## src/rtl/acs_pkg.sv

```systemverilog
`timescale 1ns / 1ps
// ----------------------------------------------------------------------------
// acs_pkg
// Shared types, codes and sizes of the aligned chunk splitter.
// ----------------------------------------------------------------------------
package acs_pkg;

    localparam int ADDR_W          = 32;
    localparam int WB_W            = 4;
    localparam int CW_W            = 13;
    localparam int AW_W            = 7;
    localparam int CB_W            = 16;
    localparam int AB_W            = AW_W + WB_W;
    localparam int PW_W            = 64;
    localparam int KP_W            = 3;
    localparam int MAX_ALIGN_BYTES = 64;
    localparam int QDEPTH          = 2;
    localparam int QPTR_W          = (QDEPTH > 1) ? $clog2(QDEPTH) : 1;
    localparam int QCNT_W          = $clog2(QDEPTH + 1);
    localparam int PADDR_W         = 6;
    localparam int PDATA_W         = 64;
    localparam int REG_IDX_W       = 3;

    // input item kinds
    localparam logic [1:0] K_START = 2'd0;
    localparam logic [1:0] K_DATA  = 2'd1;
    localparam logic [1:0] K_END   = 2'd2;

    // commands from front to back
    localparam logic [1:0] OP_START = 2'd0;
    localparam logic [1:0] OP_DATA  = 2'd1;
    localparam logic [1:0] OP_END   = 2'd2;
    localparam logic [1:0] OP_ERR   = 2'd3;

    // error codes
    localparam logic [1:0] ERR_NONE  = 2'd0;
    localparam logic [1:0] ERR_GEOM  = 2'd1;
    localparam logic [1:0] ERR_ALIGN = 2'd2;

    // register indexes
    localparam logic [REG_IDX_W-1:0] REG_WORD_BYTES  = 3'd0;
    localparam logic [REG_IDX_W-1:0] REG_CHUNK_WORDS = 3'd1;
    localparam logic [REG_IDX_W-1:0] REG_ALIGN_WORDS = 3'd2;
    localparam logic [REG_IDX_W-1:0] REG_PAD_ENABLE  = 3'd3;
    localparam logic [REG_IDX_W-1:0] REG_PAD_WORD    = 3'd4;

    typedef struct packed {
        logic [WB_W-1:0] word_bytes;
        logic [CW_W-1:0] chunk_words;
        logic [AW_W-1:0] align_words;
        logic            pad_enable;
        logic [PW_W-1:0] pad_word;
    } t_cfg;

    typedef struct packed {
        logic [1:0]        op;
        logic [1:0]        err;
        logic [ADDR_W-1:0] addr;
        logic [7:0]        data;
        logic [AW_W-1:0]   offset;
        logic [WB_W-1:0]   wb;
        logic [AW_W-1:0]   align;
        logic [CB_W-1:0]   chunk;
        logic              pad;
        logic [PW_W-1:0]   pad_word;
    } t_cmd;

    typedef struct packed {
        logic [7:0]        value;
        logic [ADDR_W-1:0] addr;
        logic              pad;
        logic              first;
        logic              last;
        logic              run_last;
        logic [1:0]        err;
    } t_res;

endpackage

```

## src/rtl/acs_front.sv

```systemverilog
`timescale 1ns / 1ps
// ----------------------------------------------------------------------------
// acs_front
// Accepts input beats, checks segment geometry, finds the start offset with a
// bit-serial remainder unit and queues commands for the back end.
// ----------------------------------------------------------------------------
module acs_front (
    input  logic                      i_clk,
    input  logic                      i_rst_n,
    input  logic                      i_in_valid,
    output logic                      o_in_ready,
    input  logic [1:0]                i_kind,
    input  logic [acs_pkg::ADDR_W-1:0] i_addr,
    input  logic [7:0]                i_data,
    input  acs_pkg::t_cfg             i_cfg,
    output logic                      o_cmd_valid,
    output acs_pkg::t_cmd             o_cmd,
    input  logic                      i_cmd_ready
);
    import acs_pkg::*;

    localparam int CNT_W = $clog2(ADDR_W);

    localparam logic [1:0] F_IDLE = 2'd0;
    localparam logic [1:0] F_MODC = 2'd1;
    localparam logic [1:0] F_MODA = 2'd2;
    localparam logic [1:0] F_PUSH = 2'd3;

    logic [1:0]        r_state, n_state;
    logic              r_in_seg, n_in_seg;
    logic [AW_W-1:0]   r_rem, n_rem;
    logic [AW_W-1:0]   r_dvs, n_dvs;
    logic [ADDR_W-1:0] r_dvd, n_dvd;
    logic [CNT_W-1:0]  r_cnt, n_cnt;
    logic [ADDR_W-1:0] r_addr, n_addr;
    t_cmd              r_cmd, n_cmd;

    logic [WB_W-1:0]   wb_clamp;
    logic [AB_W-1:0]   align_bytes;
    logic [CB_W-1:0]   chunk_bytes;
    logic [AW_W:0]     rem_trial;
    logic [AW_W-1:0]   rem_step;
    logic              accept;

    always_comb begin
        if (i_cfg.word_bytes == '0) begin
            wb_clamp = WB_W'(1);
        end else if (i_cfg.word_bytes > WB_W'(8)) begin
            wb_clamp = WB_W'(8);
        end else begin
            wb_clamp = i_cfg.word_bytes;
        end
    end

    assign align_bytes = AB_W'(i_cfg.align_words) * AB_W'(wb_clamp);
    assign chunk_bytes = CB_W'(i_cfg.chunk_words) * CB_W'(wb_clamp);

    // one restoring step: shift in the next dividend bit, subtract if it fits
    assign rem_trial = {r_rem, r_dvd[ADDR_W-1]};
    assign rem_step  = (rem_trial >= {1'b0, r_dvs}) ? AW_W'(rem_trial - {1'b0, r_dvs})
                                                    : rem_trial[AW_W-1:0];

    assign o_in_ready = (r_state == F_IDLE) && i_cmd_ready;
    assign accept     = i_in_valid && o_in_ready;

    always_comb begin
        n_state     = r_state;
        n_in_seg    = r_in_seg;
        n_rem       = r_rem;
        n_dvs       = r_dvs;
        n_dvd       = r_dvd;
        n_cnt       = r_cnt;
        n_addr      = r_addr;
        n_cmd       = r_cmd;
        o_cmd_valid = 1'b0;
        o_cmd       = r_cmd;
        unique case (r_state)
            F_IDLE: begin
                if (accept) begin
                    if (i_kind == K_START && !r_in_seg) begin
                        n_addr = i_addr;
                        if (i_cfg.align_words == '0 || i_cfg.chunk_words == '0) begin
                            n_cmd      = '0;
                            n_cmd.op   = OP_ERR;
                            n_cmd.err  = ERR_GEOM;
                            n_cmd.addr = i_addr;
                            n_state    = F_PUSH;
                        end else begin
                            n_rem   = '0;
                            n_dvs   = i_cfg.align_words;
                            n_dvd   = {i_cfg.chunk_words, {(ADDR_W - CW_W){1'b0}}};
                            n_cnt   = CNT_W'(CW_W - 1);
                            n_state = F_MODC;
                        end
                    end else if (i_kind == K_DATA && r_in_seg) begin
                        o_cmd_valid = 1'b1;
                        o_cmd       = '0;
                        o_cmd.op    = OP_DATA;
                        o_cmd.data  = i_data;
                    end else if (i_kind == K_END && r_in_seg) begin
                        o_cmd_valid = 1'b1;
                        o_cmd       = '0;
                        o_cmd.op    = OP_END;
                        n_in_seg    = 1'b0;
                    end
                end
            end
            F_MODC: begin
                n_rem = rem_step;
                n_dvd = r_dvd << 1;
                n_cnt = r_cnt - CNT_W'(1);
                if (r_cnt == '0) begin
                    if (rem_step != '0 || align_bytes > AB_W'(MAX_ALIGN_BYTES)) begin
                        n_cmd      = '0;
                        n_cmd.op   = OP_ERR;
                        n_cmd.err  = (rem_step != '0) ? ERR_GEOM : ERR_ALIGN;
                        n_cmd.addr = r_addr;
                        n_state    = F_PUSH;
                    end else begin
                        n_rem   = '0;
                        n_dvs   = align_bytes[AW_W-1:0];
                        n_dvd   = r_addr;
                        n_cnt   = CNT_W'(ADDR_W - 1);
                        n_state = F_MODA;
                    end
                end
            end
            F_MODA: begin
                n_rem = rem_step;
                n_dvd = r_dvd << 1;
                n_cnt = r_cnt - CNT_W'(1);
                if (r_cnt == '0) begin
                    n_cmd          = '0;
                    n_cmd.op       = OP_START;
                    n_cmd.addr     = r_addr;
                    n_cmd.offset   = rem_step;
                    n_cmd.wb       = wb_clamp;
                    n_cmd.align    = align_bytes[AW_W-1:0];
                    n_cmd.chunk    = chunk_bytes;
                    n_cmd.pad      = i_cfg.pad_enable;
                    n_cmd.pad_word = i_cfg.pad_word;
                    n_state        = F_PUSH;
                end
            end
            F_PUSH: begin
                o_cmd_valid = 1'b1;
                if (i_cmd_ready) begin
                    n_in_seg = (r_cmd.op == OP_START);
                    n_state  = F_IDLE;
                end
            end
        endcase
    end

    always_ff @(posedge i_clk) begin
        if (!i_rst_n) begin
            r_state  <= F_IDLE;
            r_in_seg <= 1'b0;
            r_cnt    <= '0;
        end else begin
            r_state  <= n_state;
            r_in_seg <= n_in_seg;
            r_cnt    <= n_cnt;
        end
    end

    always_ff @(posedge i_clk) begin
        r_rem  <= n_rem;
        r_dvs  <= n_dvs;
        r_dvd  <= n_dvd;
        r_addr <= n_addr;
        r_cmd  <= n_cmd;
    end

endmodule

```

## src/rtl/acs_fifo.sv

```systemverilog
`timescale 1ns / 1ps
// ----------------------------------------------------------------------------
// acs_fifo
// Short command queue between the front and back ends, show-ahead read.
// ----------------------------------------------------------------------------
module acs_fifo (
    input  logic          i_clk,
    input  logic          i_rst_n,
    input  logic          i_push,
    input  acs_pkg::t_cmd i_data,
    output logic          o_ready,
    input  logic          i_pop,
    output logic          o_valid,
    output acs_pkg::t_cmd o_data
);
    import acs_pkg::*;

    t_cmd              r_mem [QDEPTH];
    logic [QPTR_W-1:0] r_wptr, r_rptr;
    logic [QCNT_W-1:0] r_count;
    logic              do_push, do_pop;

    assign o_ready = (r_count != QCNT_W'(QDEPTH));
    assign o_valid = (r_count != '0);
    assign o_data  = r_mem[r_rptr];
    assign do_push = i_push && o_ready;
    assign do_pop  = i_pop && o_valid;

    always_ff @(posedge i_clk) begin
        if (do_push) begin
            r_mem[r_wptr] <= i_data;
        end
    end

    always_ff @(posedge i_clk) begin
        if (!i_rst_n) begin
            r_wptr  <= '0;
            r_rptr  <= '0;
            r_count <= '0;
        end else begin
            if (do_push) begin
                r_wptr <= (r_wptr == QPTR_W'(QDEPTH - 1)) ? '0 : r_wptr + QPTR_W'(1);
            end
            if (do_pop) begin
                r_rptr <= (r_rptr == QPTR_W'(QDEPTH - 1)) ? '0 : r_rptr + QPTR_W'(1);
            end
            if (do_push && !do_pop) begin
                r_count <= r_count + QCNT_W'(1);
            end else if (do_pop && !do_push) begin
                r_count <= r_count - QCNT_W'(1);
            end
        end
    end

endmodule

```

## src/rtl/acs_back.sv

```systemverilog
`timescale 1ns / 1ps
// ----------------------------------------------------------------------------
// acs_back
// Carries out queued commands: emits padding and data bytes with chunk marks,
// holding one byte back so the final byte of a segment can be closed.
// ----------------------------------------------------------------------------
module acs_back (
    input  logic          i_clk,
    input  logic          i_rst_n,
    input  logic          i_cmd_valid,
    input  acs_pkg::t_cmd i_cmd,
    output logic          o_cmd_pop,
    output logic          o_res_valid,
    output acs_pkg::t_res o_res,
    input  logic          i_res_ready
);
    import acs_pkg::*;

    localparam logic [1:0] B_IDLE  = 2'd0;
    localparam logic [1:0] B_FRONT = 2'd1;
    localparam logic [1:0] B_TRAIL = 2'd2;
    localparam logic [1:0] B_FLUSH = 2'd3;

    logic [1:0]        r_state, n_state;
    logic [ADDR_W-1:0] r_next_addr, n_next_addr;
    logic [CB_W-1:0]   r_left, n_left;
    logic              r_pend_valid, n_pend_valid;
    logic [7:0]        r_pend_byte, n_pend_byte;
    logic [ADDR_W-1:0] r_pend_addr, n_pend_addr;
    logic              r_pend_first, n_pend_first;
    logic              r_pend_end, n_pend_end;
    logic              r_pend_pad, n_pend_pad;
    logic              r_next_first, n_next_first;
    logic [WB_W-1:0]   r_wb, n_wb;
    logic [AW_W-1:0]   r_align, n_align;
    logic [CB_W-1:0]   r_chunk, n_chunk;
    logic              r_pad, n_pad;
    logic [PW_W-1:0]   r_pad_word, n_pad_word;
    logic [KP_W-1:0]   r_kpos, n_kpos;
    logic [AW_W-1:0]   r_apos, n_apos;
    logic [AW_W-1:0]   r_offset, n_offset;
    logic [AW_W-1:0]   r_cnt, n_cnt;
    logic              r_ov;
    t_res              r_res;

    logic              can_emit, emit, push, push_pad, push_rl, flush, front_last;
    logic [7:0]        push_val, pad_val;
    logic [CB_W-1:0]   left_eff, left_dec;
    logic              push_end;
    logic [KP_W-1:0]   kpos_inc;
    logic [AW_W-1:0]   apos_inc;
    t_res              res;

    assign can_emit   = !r_ov || i_res_ready;
    assign left_eff   = (r_left == '0) ? r_chunk : r_left;
    assign left_dec   = left_eff - CB_W'(1);
    assign push_end   = (left_dec == '0);
    assign kpos_inc   = ((WB_W'(r_kpos) + WB_W'(1)) == r_wb) ? '0 : r_kpos + KP_W'(1);
    assign apos_inc   = ((r_apos + AW_W'(1)) == r_align) ? '0 : r_apos + AW_W'(1);
    assign pad_val    = r_pad_word[{r_kpos, 3'b000} +: 8];
    assign front_last = ((r_cnt + AW_W'(1)) == r_offset);

    always_comb begin
        n_state      = r_state;
        n_next_addr  = r_next_addr;
        n_left       = r_left;
        n_pend_valid = r_pend_valid;
        n_pend_byte  = r_pend_byte;
        n_pend_addr  = r_pend_addr;
        n_pend_first = r_pend_first;
        n_pend_end   = r_pend_end;
        n_pend_pad   = r_pend_pad;
        n_next_first = r_next_first;
        n_wb         = r_wb;
        n_align      = r_align;
        n_chunk      = r_chunk;
        n_pad        = r_pad;
        n_pad_word   = r_pad_word;
        n_kpos       = r_kpos;
        n_apos       = r_apos;
        n_offset     = r_offset;
        n_cnt        = r_cnt;
        o_cmd_pop    = 1'b0;
        emit         = 1'b0;
        push         = 1'b0;
        push_val     = '0;
        push_pad     = 1'b0;
        push_rl      = 1'b0;
        flush        = 1'b0;
        res.value    = r_pend_byte;
        res.addr     = r_pend_addr;
        res.pad      = r_pend_pad;
        res.first    = r_pend_first;
        res.last     = r_pend_end;
        res.run_last = 1'b0;
        res.err      = ERR_NONE;

        if (can_emit) begin
            unique case (r_state)
                B_IDLE: begin
                    if (i_cmd_valid) begin
                        o_cmd_pop = 1'b1;
                        unique case (i_cmd.op)
                            OP_ERR: begin
                                emit         = 1'b1;
                                res.value    = '0;
                                res.addr     = i_cmd.addr;
                                res.pad      = 1'b0;
                                res.first    = 1'b0;
                                res.last     = 1'b0;
                                res.run_last = 1'b1;
                                res.err      = i_cmd.err;
                            end
                            OP_START: begin
                                n_wb         = i_cmd.wb;
                                n_align      = i_cmd.align;
                                n_chunk      = i_cmd.chunk;
                                n_pad        = i_cmd.pad;
                                n_pad_word   = i_cmd.pad_word;
                                n_pend_valid = 1'b0;
                                n_next_first = 1'b1;
                                n_kpos       = '0;
                                n_apos       = '0;
                                n_cnt        = '0;
                                n_offset     = i_cmd.offset;
                                if (i_cmd.pad) begin
                                    // back up to the boundary and pad up to the start
                                    n_next_addr = i_cmd.addr - ADDR_W'(i_cmd.offset);
                                    n_left      = i_cmd.chunk;
                                    if (i_cmd.offset != '0) begin
                                        n_state = B_FRONT;
                                    end
                                end else begin
                                    // short first chunk runs to the next boundary
                                    n_next_addr = i_cmd.addr;
                                    n_left      = (i_cmd.offset != '0)
                                                  ? CB_W'(i_cmd.align - i_cmd.offset)
                                                  : i_cmd.chunk;
                                end
                            end
                            OP_DATA: begin
                                push     = 1'b1;
                                push_val = i_cmd.data;
                                push_rl  = 1'b1;
                            end
                            OP_END: begin
                                if (r_pad && r_apos != '0) begin
                                    n_state = B_TRAIL;
                                end else begin
                                    flush = 1'b1;
                                end
                            end
                        endcase
                    end
                end
                B_FRONT: begin
                    push     = 1'b1;
                    push_val = pad_val;
                    push_pad = 1'b1;
                    push_rl  = front_last;
                    n_cnt    = r_cnt + AW_W'(1);
                    if (front_last) begin
                        n_state = B_IDLE;
                    end
                end
                B_TRAIL: begin
                    push     = 1'b1;
                    push_val = pad_val;
                    push_pad = 1'b1;
                    if (apos_inc == '0) begin
                        n_state = B_FLUSH;
                    end
                end
                B_FLUSH: begin
                    flush   = 1'b1;
                    n_state = B_IDLE;
                end
            endcase
        end

        // emit the held byte, then hold the new one
        if (push) begin
            emit         = r_pend_valid;
            res.run_last = push_rl;
            n_pend_valid = 1'b1;
            n_pend_byte  = push_val;
            n_pend_addr  = r_next_addr;
            n_pend_pad   = push_pad;
            n_pend_first = r_next_first;
            n_pend_end   = push_end;
            n_next_first = push_end;
            n_left       = push_end ? r_chunk : left_dec;
            n_next_addr  = r_next_addr + ADDR_W'(1);
            n_kpos       = kpos_inc;
            n_apos       = apos_inc;
        end

        // close the segment: the held byte ends its chunk
        if (flush) begin
            emit         = r_pend_valid;
            res.last     = 1'b1;
            res.run_last = 1'b1;
            n_pend_valid = 1'b0;
            n_left       = '0;
            n_next_first = 1'b0;
        end
    end

    always_ff @(posedge i_clk) begin
        if (!i_rst_n) begin
            r_state      <= B_IDLE;
            r_pend_valid <= 1'b0;
            r_pad        <= 1'b0;
            r_kpos       <= '0;
            r_apos       <= '0;
            r_cnt        <= '0;
            r_ov         <= 1'b0;
        end else begin
            r_state      <= n_state;
            r_pend_valid <= n_pend_valid;
            r_pad        <= n_pad;
            r_kpos       <= n_kpos;
            r_apos       <= n_apos;
            r_cnt        <= n_cnt;
            if (can_emit) begin
                r_ov <= emit;
            end
        end
    end

    always_ff @(posedge i_clk) begin
        r_next_addr  <= n_next_addr;
        r_left       <= n_left;
        r_pend_byte  <= n_pend_byte;
        r_pend_addr  <= n_pend_addr;
        r_pend_first <= n_pend_first;
        r_pend_end   <= n_pend_end;
        r_pend_pad   <= n_pend_pad;
        r_next_first <= n_next_first;
        r_wb         <= n_wb;
        r_align      <= n_align;
        r_chunk      <= n_chunk;
        r_pad_word   <= n_pad_word;
        r_offset     <= n_offset;
        if (can_emit && emit) begin
            r_res <= res;
        end
    end

    assign o_res_valid = r_ov;
    assign o_res       = r_res;

    a_front_needs_pad: assert property (@(posedge i_clk) disable iff (!i_rst_n)
        r_state == B_FRONT |-> r_pad)
        else $error("front padding without padding enabled");

    a_trail_has_pending: assert property (@(posedge i_clk) disable iff (!i_rst_n)
        r_state == B_TRAIL |-> r_pend_valid)
        else $error("trailing padding with no held byte");

    a_apos_in_range: assert property (@(posedge i_clk) disable iff (!i_rst_n)
        r_pad |-> (r_apos < r_align))
        else $error("alignment position beyond alignment");

    a_err_is_single: assert property (@(posedge i_clk) disable iff (!i_rst_n)
        (o_res_valid && o_res.err != ERR_NONE) |-> (o_res.run_last && !o_res.pad))
        else $error("error beat not a single plain beat");

endmodule

```

## src/rtl/aligned_chunk_splitter.sv

```systemverilog
`timescale 1ns / 1ps
// ----------------------------------------------------------------------------
// aligned_chunk_splitter
// Splits a streamed segment (start beat with address, data beats, end beat)
// into aligned write chunks and emits each byte with its address and chunk
// marks. A data or end beat is taken at once when the command queue has
// room. A start beat holds the front end while a bit-serial remainder unit
// runs 13 steps to check the chunk length against the alignment and 32
// steps to find the start offset. Front and trailing padding bytes leave
// the back end at one per cycle while the output is not stalled, so a
// padded start or end keeps the back end busy, while the queue of two
// commands lets the front end take further beats. One byte is always held
// back until the next byte or the end beat, so the last byte of a segment
// appears only once the end beat arrives.
// ----------------------------------------------------------------------------
module aligned_chunk_splitter (
    input  logic                        i_clk,
    input  logic                        i_rst_n,
    // slave stream
    input  logic                        s_axis_tvalid,
    output logic                        s_axis_tready,
    input  logic [39:0]                 s_axis_tdata,  // start_address[31:0], data_byte[39:32]
    input  logic [1:0]                  s_axis_tuser,  // kind[1:0]
    // master stream
    output logic                        m_axis_tvalid,
    input  logic                        m_axis_tready,
    output logic [47:0]                 m_axis_tdata,  // byte_value[7:0], byte_address[39:8],
                                                       // chunk_first[40], chunk_last[41], zero
    output logic [2:0]                  m_axis_tuser,  // is_padding[0], error[2:1]
    output logic                        m_axis_tlast,  // run_last
    // configuration
    input  logic                        psel,
    input  logic                        penable,
    input  logic                        pwrite,
    input  logic [acs_pkg::PADDR_W-1:0] paddr,
    input  logic [acs_pkg::PDATA_W-1:0] pwdata,
    output logic [acs_pkg::PDATA_W-1:0] prdata,
    output logic                        pready
);
    import acs_pkg::*;

    t_cfg                 r_cfg;
    logic [REG_IDX_W-1:0] reg_idx;
    logic                 cfg_wr;

    logic                 fr_cmd_valid, q_ready, q_valid, q_pop;
    t_cmd                 fr_cmd, q_cmd;
    logic                 res_valid;
    t_res                 res;

    assign pready  = 1'b1;
    assign reg_idx = paddr[PADDR_W-1:PADDR_W-REG_IDX_W];
    assign cfg_wr  = psel && penable && pwrite && pready;

    always_ff @(posedge i_clk) begin
        if (!i_rst_n) begin
            r_cfg.word_bytes  <= WB_W'(2);
            r_cfg.chunk_words <= CW_W'(8);
            r_cfg.align_words <= AW_W'(8);
            r_cfg.pad_enable  <= 1'b0;
            r_cfg.pad_word    <= '0;
        end else if (cfg_wr) begin
            case (reg_idx)
                REG_WORD_BYTES:  r_cfg.word_bytes  <= pwdata[WB_W-1:0];
                REG_CHUNK_WORDS: r_cfg.chunk_words <= pwdata[CW_W-1:0];
                REG_ALIGN_WORDS: r_cfg.align_words <= pwdata[AW_W-1:0];
                REG_PAD_ENABLE:  r_cfg.pad_enable  <= pwdata[0];
                REG_PAD_WORD:    r_cfg.pad_word    <= pwdata[PW_W-1:0];
                default: ;
            endcase
        end
    end

    always_comb begin
        unique case (reg_idx)
            REG_WORD_BYTES:  prdata = PDATA_W'(r_cfg.word_bytes);
            REG_CHUNK_WORDS: prdata = PDATA_W'(r_cfg.chunk_words);
            REG_ALIGN_WORDS: prdata = PDATA_W'(r_cfg.align_words);
            REG_PAD_ENABLE:  prdata = PDATA_W'(r_cfg.pad_enable);
            REG_PAD_WORD:    prdata = PDATA_W'(r_cfg.pad_word);
            default:         prdata = '0;
        endcase
    end

    acs_front u_front (
        .i_clk       (i_clk),
        .i_rst_n     (i_rst_n),
        .i_in_valid  (s_axis_tvalid),
        .o_in_ready  (s_axis_tready),
        .i_kind      (s_axis_tuser),
        .i_addr      (s_axis_tdata[ADDR_W-1:0]),
        .i_data      (s_axis_tdata[ADDR_W+7:ADDR_W]),
        .i_cfg       (r_cfg),
        .o_cmd_valid (fr_cmd_valid),
        .o_cmd       (fr_cmd),
        .i_cmd_ready (q_ready)
    );

    acs_fifo u_fifo (
        .i_clk   (i_clk),
        .i_rst_n (i_rst_n),
        .i_push  (fr_cmd_valid),
        .i_data  (fr_cmd),
        .o_ready (q_ready),
        .i_pop   (q_pop),
        .o_valid (q_valid),
        .o_data  (q_cmd)
    );

    acs_back u_back (
        .i_clk       (i_clk),
        .i_rst_n     (i_rst_n),
        .i_cmd_valid (q_valid),
        .i_cmd       (q_cmd),
        .o_cmd_pop   (q_pop),
        .o_res_valid (res_valid),
        .o_res       (res),
        .i_res_ready (m_axis_tready)
    );

    assign m_axis_tvalid = res_valid;
    assign m_axis_tdata  = {6'b0, res.last, res.first, res.addr, res.value};
    assign m_axis_tuser  = {res.err, res.pad};
    assign m_axis_tlast  = res.run_last;

endmodule

```

## config.mk

```make
export PLATFORM = sky130hd
export DESIGN_NAME = aligned_chunk_splitter
export DESIGN_NICKNAME = d
export VERILOG_FILES = /design/src/rtl/acs_pkg.sv /design/src/rtl/acs_front.sv /design/src/rtl/acs_fifo.sv /design/src/rtl/acs_back.sv /design/src/rtl/aligned_chunk_splitter.sv
export SDC_FILE = /design/constraint.sdc
export NUM_CORES = 1
export LEC_CHECK = 0
export BUFFER_PORTS_ARGS = -buffer_cell sky130_fd_sc_hd__buf_2
export CORE_ASPECT_RATIO = 0.8
export CORE_MARGIN = 4
export CORE_UTILIZATION = 55
export DETAILED_ROUTE_END_ITERATION = 16
export PLACE_DENSITY = 0.73
export REMOVE_ABC_BUFFERS = 1
export SLEW_MARGIN = 0
export SYNTH_ARGS = -nofsm -noshare
export SYNTH_HDL_FRONTEND = slang
export SYNTH_SLANG_ARGS = --single-unit
```

## constraint.sdc

```tcl
create_clock -name i_clk -period 11.9 [get_ports i_clk]
set_input_delay 1.19 -clock i_clk [delete_from_list [all_inputs] [get_ports i_clk]]
set_output_delay 1.19 -clock i_clk [all_outputs]
set_load 0.02 [all_outputs]
```

==> Word level (Yosys, flattened, before mapping) <==
Memories as Yosys holds them, arrays and structs flattened. A register that Yosys moved wholly into a read port is not among the register bits.
Index checks and enable logic that the tools add are counted.
{ "word_totals": {"latchBits": 0, "ramBits": 286, "mem_count": 1, "regBits": 580, "mem_bits_ro": 0, "out_inout_bits": 119} }
{ "memory_table": {"columns": ["memory", "words", "width", "rd", "rd_ports_with_merged_regs", "wr", "line", "source"], "rows": [
  ["u_fifo.r_mem", 2, 143, 1, 1, 1, "acs_fifo.sv:18", "t_cmd r_mem [QDEPTH];"]
]} }
{ "op_classes": {"order_cmp": 3, "n_eq_ne": 39, "reduce_logical": 64, "n_div": 0, "bitwise": 1, "shifts": 1, "add_sub_neg": 14, "muxes": 143, "multipliers": 2} }
{ "ops": {"columns": ["cell", "count"], "rows": [
  ["$mux 143", 11],
  ["$pmux 143 s3", 1],
  ["$mux 32", 11],
  ["$pmux 64 s5", 1],
  ["$mux 46", 4],
  ["$mux 16", 9],
  ["$mux 7", 17],
  ["$pmux 32 s3", 1],
  ["$shiftx 64x7->8", 1],
  ["$mux 1", 45],
  ["$add 32x1->32 const B", 1],
  ["$logic_not 16->1", 2],
  ["$sub 32x7->32", 1],
  ["$mux 2", 15],
  ["$pmux 7 s2", 2],
  ["$mux 5", 5],
  ["$pmux 7 s3", 1],
  ["$reduce_bool 7->1", 3],
  ["$ne 2x2->1 const B", 10],
  ["$reduce_and 4->1", 5],
  ["$mux 3", 6],
  ["$reduce_bool 2->1", 9],
  ["$mul 13x4->16", 1],
  ["$mux 8", 2],
  ["48 further kinds", 103]
]} }

==> Logic depth before layout (Yosys ltp) <==
Gate-level depths: netlist of the first run.
{ "depth": {"depth_word": 12, "mapped_depth": 20, "depth_no_buf": 17} }

==> Hierarchy <==
A second synthesis of the first run with hierarchy kept.
{ "unflattened": {"hier_cells": 3174, "area_unflattened_um2": 40616.5} }
{ "by_module_without_submodules": {"columns": ["mod", "instances", "cells_per_inst", "area_each_um2"], "rows": [
  ["acs_back", 1, 1109, 13128.8],
  ["acs_front", 1, 1115, 12439.4],
  ["acs_fifo", 1, 469, 10840.4],
  ["aligned_chunk_splitter", 1, 481, 4207.8]
]} }

==> Worst setup path after synthesis of the first run <==
Ideal clock, no wire load.
{ "synth_timing": {"path_kind": "input-to-reg", "start": "input port s_axis_tvalid", "end": "memory u_fifo.r_mem[0][0] in the netlist's numbering, enable pin", "path_buffers": 0, "t_required_ns": 11.251, "cell_stages": 4, "setup_time_ns": 0.649, "setup_slack_ns": 3.508, "t_arrival_ns": 7.743, "path_cell_list": "nand3_1 -> nor2_1 -> o211ai_1 -> nor2_1"} }
{ "synth_via": {"elab_chain_cells": 6} }
{ "synth_rtl": {"columns": ["element", "line", "source"], "rows": [
  ["start: declaration", "aligned_chunk_splitter.sv:20", "input logic s_axis_tvalid,"],
  ["$logic_and 1x1->1", "acs_front.sv:64", "assign accept = i_in_valid && o_in_ready;"],
  ["$mux 1", "acs_front.sv:79", "if (accept) begin"],
  ["$pmux 1 s2", "acs_front.sv:77", "unique case (r_state)"],
  ["$logic_and 1x1->1", "acs_fifo.sv:26", "assign do_push = i_push && o_ready;"],
  ["$mux 1", "acs_fifo.sv:30", "if (do_push) begin"],
  ["$mux 1 (not written as such)", "acs_fifo.sv:31", "r_mem[r_wptr] <= i_data;"],
  ["end: declaration", "acs_fifo.sv:18", null]
]} }
Every way passes these cells.

==> Worst setup path after layout of the first run <==
{ "layout_timing": {"start": "register r_cfg[88] in the netlist's numbering", "end": "register u_front.r_cmd[75] in the netlist's numbering, enable pin"} }
{ "layout_via": {"elab_chain_cells": 8, "elab_cells_between_ends": 9} }
{ "layout_rtl": {"columns": ["element", "line", "source"], "rows": [
  ["start: declaration", "aligned_chunk_splitter.sv:42", "t_cfg r_cfg;"],
  ["$gt 4x4->1", "acs_front.sv:48", "end else if (i_cfg.word_bytes > WB_W'(8)) begin"],
  ["$mux 4", "acs_front.sv:48", null],
  ["$mux 4 (*)", "acs_front.sv:46", "if (i_cfg.word_bytes == '0) begin"],
  ["$mul 7x4->11 (*)", "acs_front.sv:55", "assign align_bytes = AB_W'(i_cfg.align_words) * AB_W'(wb_clamp);"],
  ["$gt 11x7->1 (*)", "acs_front.sv:113", "if (rem_step != '0 || align_bytes > AB_W'(MAX_ALIGN_BYTES)) begin"],
  ["$logic_or 1x1->1 (*)", "acs_front.sv:113", null],
  ["$ne 2x1->1 (no line) (*)", null, null],
  ["$reduce_and 7->1 (no line) (*)", null, null],
  ["end signal: assignment", "acs_front.sv:172", "r_cmd <= n_cmd;"],
  ["end: declaration", "acs_front.sv:36", "t_cmd r_cmd, n_cmd;"]
]} }
Mark *: on every way between the ends. The rest lies on a longest branch, timed or not.
A chain may end at the register's enable or synchronous reset.

==> flow_summary.ini, run 1 <==
[run_status]
outcome = complete, no violations

[global_route]
overflow = 0
grt_usage_pct = 23.3
grt_max_degree = 111
grt_pass1_wl_um = 139000
antenna_found_initial = 4
first_global_vias = 24700

[final_layout]
nNetsFinal = 3596
syn_to_final_growth_pct = 12.1
final_common_cell = edfxtp_1
drive_above_1_share_pct = 16.4
nFillCells = 5329
fin_cells = 4374
finish.instance_area_sq_um = 44400
mostFrequentLayoutCells = edfxtp_1, nand2_1, buf_2

[floorplan]
die_h_um = 248
num_io_pins = 238
rows = 87
coreArea_sq_um = 70900
die-area_sq_um = 76300
die_x_um = 308
start_util_pct = 55.9

[sta]
hold_violations = 0
worstMarginPinSlew_ns = 1.27
fin_crit_ns = 6.81
setup_viol = 0
slew_headroom_pct = 14.8
fin_crit_sh_pct = 57.2
rsz0062_at_grt = false
fin_tns_setup_ns = 0
skew_ns = 0.0219
finalMaxSlewViolations = 0
fmax_mhz = 147

[logic_synthesis]
ys_ff_latch = 858
seq_area_frac_synth_pct = 61.5
ys_types = 79
synth_ff_type = edfxtp_1
ys.warnings.count = 0
netlist_area_sq_um = 39600
synth_edf_count = 717
syn_area_per_cell_sq_um = 12.5
synth_cells = 3177
synth-async-reset-ratio_pct = 0

[setup_path]
path_class = reg -> reg
setup.worst_path.end_class = flip-flop
cp_max_fo = 75
crit_arrival_ns = 7.05
crit_chain = nor2b_1 > buf_4 > and2_1 > fa_1 > inv_1 > fa_1 > inv_1 > ha_1 > nor2b_1 > o21ai_0 > a21boi_0 > o21ai_0 > and2_1 > o211ai_1 > a2111o_1 > and3_4 > buf_4
crit_path_max_incr_delay_ns = 1.01
cp-start-kind = flip-flop
crit_path_top_delay_cell = dfxtp_1
worstPathRequired_ns = 12.14

[pwr]
p_total_uw = 9750
clockPowerShare_pct = 27.0
switching_power_uw = 3140
power_frac_seq_pct = 46.0
ir_drop_v = 0.000161
p_per_area_nw_per_um2 = 220
p_leak_uw = 0.0159
p_sw_share_pct = 32.2
p_int_uw = 6610
power_frac_comb_pct = 26.9

[clock_network]
cts_sinks = 858
clockBufferDepth = 3
htreeDepth = 3
cts_tree = done
clk_pin_slew_ns = 0.06
numCtsBuffers = 84
cts_resized = 0
cts_root_buf = clkbuf_16
hold_buffers = 0
postCtsSetupBuffers = 0
clock_latency_ns = 0.63

[detailed_routing]
vias_per_cell = 5.77
postRouteAntennaNets = 0
drt_iter0_markers = 2308
post-route-drc-count = 0
first_pass_iters = 7
wirelength_um = 89500
wl_per_cell_um = 20.5
num_vias = 25200

[flow_run]
cap_violations = 0

[place]
gp_congestion = 0.859
dpl.hpwl_um = 60100
dp_cells = 4215
placed_area_sq_um = 41600
port_buffers = 227

[worst_hold_path]
hold_path.class = reg -> reg
[Yosys cell counts, types with 14 or more instances]
master	number	area, sq um
nand2_1	308	1160
nor3_1	46	230
xnor2_1	74	648
a21boi_0	88	661
mux2_2	114	1280
buf_1	19	71.3
clkbuf_1	121	454
o21ai_0	73	365
a22oi_1	21	158
xor2_1	39	342
inv_1	118	443
fa_1	35	701
nand4_1	19	119
and3_1	33	206
mux2i_1	72	721
nor2b_1	205	1280
nor2_1	191	717
o2bb2ai_1	33	289
a21oi_1	121	606
a221o_1	14	140
buf_2	17	85.1
nand2b_1	14	87.6
a22o_1	18	158
and2_1	178	1110
ha_1	75	938
edfxtp_1	717	21500
dfxtp_1	141	2820
nand3_1	53	265
mux4_2	16	360
a211oi_1	25	188
[per-layer routing]
| layer | track usage (%) | vias up | share of wire [%] |
|---|---|---|---|
| met2 | 35.9 | 861 | 45 |
| met5 | 0 | - | 0 |
| li1 | - | 11800 | - |
| met3 | 3.99 | 147 | 6.6 |
| met4 | 7.16 | 0 | 2.6 |
| met1 | 34.2 | 12400 | 45 |
[path summary, 6_finish.rpt]
path | start | to | slack, ns | depth (start not counted)
worst min register to register | u_back.r_next_first | u_back.r_pend_first | 0.43 | 0
worst min-delay path | u_back.r_next_first | u_back.r_pend_first | 0.43 | 0
worst max register to register | r_cfg[88] | u_front.r_cmd[75] | 5.09 | 17
worst max-delay path | r_cfg[88] | u_front.r_cmd[75] | 5.09 | 17
[metrics by stage]
step	util, %	setup WS (ns)	hold slack (ns)
floorplan	-	-2.32	0.409
global placement	58.8	5.20	0.417
detailed placement	58.8	5.13	0.419
CTS	62.6	5.10	0.433
global route	62.6	4.58	0.457
finish	62.6	5.09	0.433
[logic make-up after synthesis]
kind of cell / count (synthesis) / share of synthesized area, %
simple gates: 1122 / 14.6
flops: 858 / 61.5
compound gates: 485 / 8.41
buf+inv: 285 / 2.84
mux: 202 / 5.97
xor+xnor: 113 / 2.50
fa+ha+maj: 110 / 4.14
other cells: 2 / 0.0190
[critical path, delay by kind of cell, from the launching register on]
family | cells | cell delay (ns)
DFF | 1 | 1.01
adders and majority gates | 3 | 1.31
and+or+nand+nor | 5 | 1.64
AOI/OAI and AO/OA | 5 | 1.24
buffers and inverters | 4 | 1.16
[power by group through the flow]
stage | registers [uW] | clock network (uW) | logic [uW]
after floorplan | 4570 | 0 | 1770
after detailed placement | 4540 | 0 | 2610
after global placement | 4520 | 0 | 2520
after global routing | 4540 | 2820 | 2870
after CTS | 4480 | 2690 | 2620
final | 4490 | 2640 | 2630
[cell type report]
class | count | area [sq um] | share of cell area, %
antenna | 4 | 10.0 | 0.0226
inverter | 120 | 452 | 1.02
clock buffer | 125 | 2410 | 5.44
tap | 934 | 1170 | 2.63
multi-input combinational | 2039 | 14200 | 32.1
sequential | 858 | 24400 | 54.9
timing repair buffer | 264 | 1430 | 3.22
clock inverter | 30 | 323 | 0.727
[state kept, by name (all words and copies together) (netlist names), 3 cells and up, named ones only]
name,flops
u_front.r_cmd,134
u_front.r_addr,32
u_fifo.r_mem,286
u_front.r_dvs,7
u_front.r_cnt,5
u_back.r_wb,4
u_back.r_apos,7
u_front.r_dvd,32
u_back.r_align,7
u_back.r_kpos,3
u_back.r_next_addr,32
u_back.r_offset,7
u_front.r_rem,7
u_back.r_pad_word,64
u_back.r_chunk,16
u_back.r_left,16
u_back.r_pend_byte,8
u_back.r_cnt,7
r_cfg,89
u_back.r_pend_addr,32
u_back.o_res,46
(Power assumes the default switching activity.)
==> run 2: changes to the inputs <==
--- a/config.mk
+++ b/config.mk
@@ -10,7 +10,7 @@
 export CORE_MARGIN = 4
 export CORE_UTILIZATION = 55
 export DETAILED_ROUTE_END_ITERATION = 16
-export PLACE_DENSITY = 0.73
+export PLACE_DENSITY = 0.76
 export REMOVE_ABC_BUFFERS = 1
 export SLEW_MARGIN = 0
 export SYNTH_ARGS = -nofsm -noshare
==> constraint.sdc (replaced) <==
create_clock -name i_clk -period 6 [get_ports i_clk]
set_input_delay 0.6 -clock i_clk [delete_from_list [all_inputs] [get_ports i_clk]]
set_output_delay 0.6 -clock i_clk [all_outputs]
set_load 0.02 [all_outputs]
==> run 2 against run 1 <==
Clock skew grew 0.011 ns. Clock power grew 98%. Final cell count grew 0.18%. Die area is the same. Utilization grew 0.15 points. Worst hold slack lost 0.27 ns. Register-to-register slack lost 4.6 ns. Fmax grew 24%. Critical path type unchanged.
==> flow_summary.ini, run 2 (same netlist as run 1, synthesis figures left out) <==
[final_layout]
nNetsFinal = 3603
largest_reg_flops = 286
final_common_cell = edfxtp_1
max_flop_register = u_fifo.r_mem
reg_top3 = u_fifo.r_mem x286, u_front.r_cmd x134, r_cfg x89
syn_to_final_growth_pct = 12.4
postLayoutCoreUtil_pct = 62.8
drive_above_1_share_pct = 16.6
mostFrequentLayoutCells = edfxtp_1, nand2_1, buf_2
nFillCells = 5246

[global_route]
grt_usage_pct = 22.9
first_global_vias = 24100
grt_use_met2_pct = 34.7
overflow = 0
use_met1_pct = 33.6
antenna_found_initial = 1
grt_pass1_wl_um = 136000
grt.busiest_layer = met2
grt_max_degree = 87
gr-usage-met3_pct = 4.33

[pwr]
p_leak_uw = 0.0160
ir_drop_v = 0.000314
p_per_area_nw_per_um2 = 435
p_total_uw = 19300

[floorplan]
start_util_pct = 55.9
die-area_sq_um = 76300
die_x_um = 308
rows = 87
coreArea_sq_um = 70900
die_h_um = 248
num_io_pins = 238

[clock_network]
clk_pin_slew_ns = 0.06
hold_buffers = 0
clockBufferDepth = 3
cts_tree = done
postCtsSetupBuffers = 0
cts_root_buf = clkbuf_16
clock_latency_ns = 0.64
numCtsBuffers = 85
cts_resized = 0
htreeDepth = 3
cts_sinks = 858

[detailed_routing]
wl_per_cell_um = 20.0
num_vias = 25200
first_pass_iters = 6
drt_iter0_markers = 2110
vias_per_cell = 5.75
post-route-drc-count = 0
postRouteAntennaNets = 0
wirelength_um = 87800

[run_status]
outcome = complete, no violations

[sta]
skew_ns = 0.0326
hold_violations = 0
finalMaxSlewViolations = 0
setup_viol = 0
fin_crit_ns = 5.49
fmax_mhz = 182
rsz0062_at_grt = false
slew_headroom_pct = 22.7
whs_ns = 0.163
fin_crit_sh_pct = 91.5
fin_tns_setup_ns = 0
worstMarginPinSlew_ns = 1.16
fin_ws_ns = 0.508

[setup_path]
setup.worst_path.end_class = flip-flop
worstPathRequired_ns = 6.31
crit_arrival_ns = 5.80
reg2reg_depth = 16
crit_start = r_cfg[88]
path_class = reg -> reg
cp_max_fo = 65
cp-start-kind = flip-flop
reg2reg_from = r_cfg[88]

[place]
gp_congestion = 0.878
port_buffers = 227
place_ws_ns = 0.556
dpl.hpwl_um = 58200

[worst_hold_path]
min_path_cells = 1
min_from = s_axis_tdata[17]
hold_path.class = in -> reg

[flow_run]
cap_violations = 0
run 2: changes by cell type in the layout (fill, tap and decap cells not counted), moves of 3 or more:
cell,delta
diode_2,-3
clkinvlp_4,+4
clkinv_1,+8
clkbuf_1,-4
buf_12,+4
run 2: cell type report:
class	count	area [sq um]	share of cell area, %
Sequential cell	858	24400	54.7
Clock buffer	115	2310	5.20
Antenna cell	1	2.50	0.00562
Clock inverter	45	444	0.998
Inverter	120	453	1.02
Timing Repair Buffer	270	1520	3.43
Multi-Input combinational cell	2039	14200	32.0
Tap cell	934	1170	2.63
run 2: final timing paths:
kind	end	slack [ns]
worst max-delay path	u_front.r_cmd[6]	0.51
worst min-delay path	u_front.r_addr[17]	0.16
worst max register to register	u_front.r_cmd[6]	0.51
worst min register to register	u_back.r_pend_first	0.43
run 2: stage by stage:
| stage | std cells | area, sq um |
|---|---|---|
| finish | 4382 | 44500 |
| floorplan | 3017 | 38900 |
| detailed placement | 4221 | 41700 |
| global placement | 4221 | 41700 |
| global route | 4382 | 44500 |
| CTS | 4381 | 44500 |
run 2: worst max-delay path, cell delays in order (launching register included):
cell	delay [ns]
dfxtp_1	0.42
nor2b_1	0.40
nand2_1	0.15
fa_1	0.53
inv_1	0.05
fa_1	0.50
inv_1	0.06
fa_1	0.41
nor2b_1	0.13
o21ai_0	0.11
a21boi_0	0.35
o21ai_0	0.16
and2_1	0.19
o211ai_1	0.22
a2111o_1	0.20
and3_4	0.89
buf_4	0.39
run 2: report_power, final:
| part | internal [uW] | switching, uW |
|---|---|---|
| sequential | 8270 | 575 |
| combinational | 1850 | 3420 |
| clock | 2990 | 2240 |
run 2: layer usage:
metal,vias up,part of all wire [%]
met2,919,45
met1,12300,45
met3,152,7.4
met5,-,0
met4,0,2.9
li1,11800,-
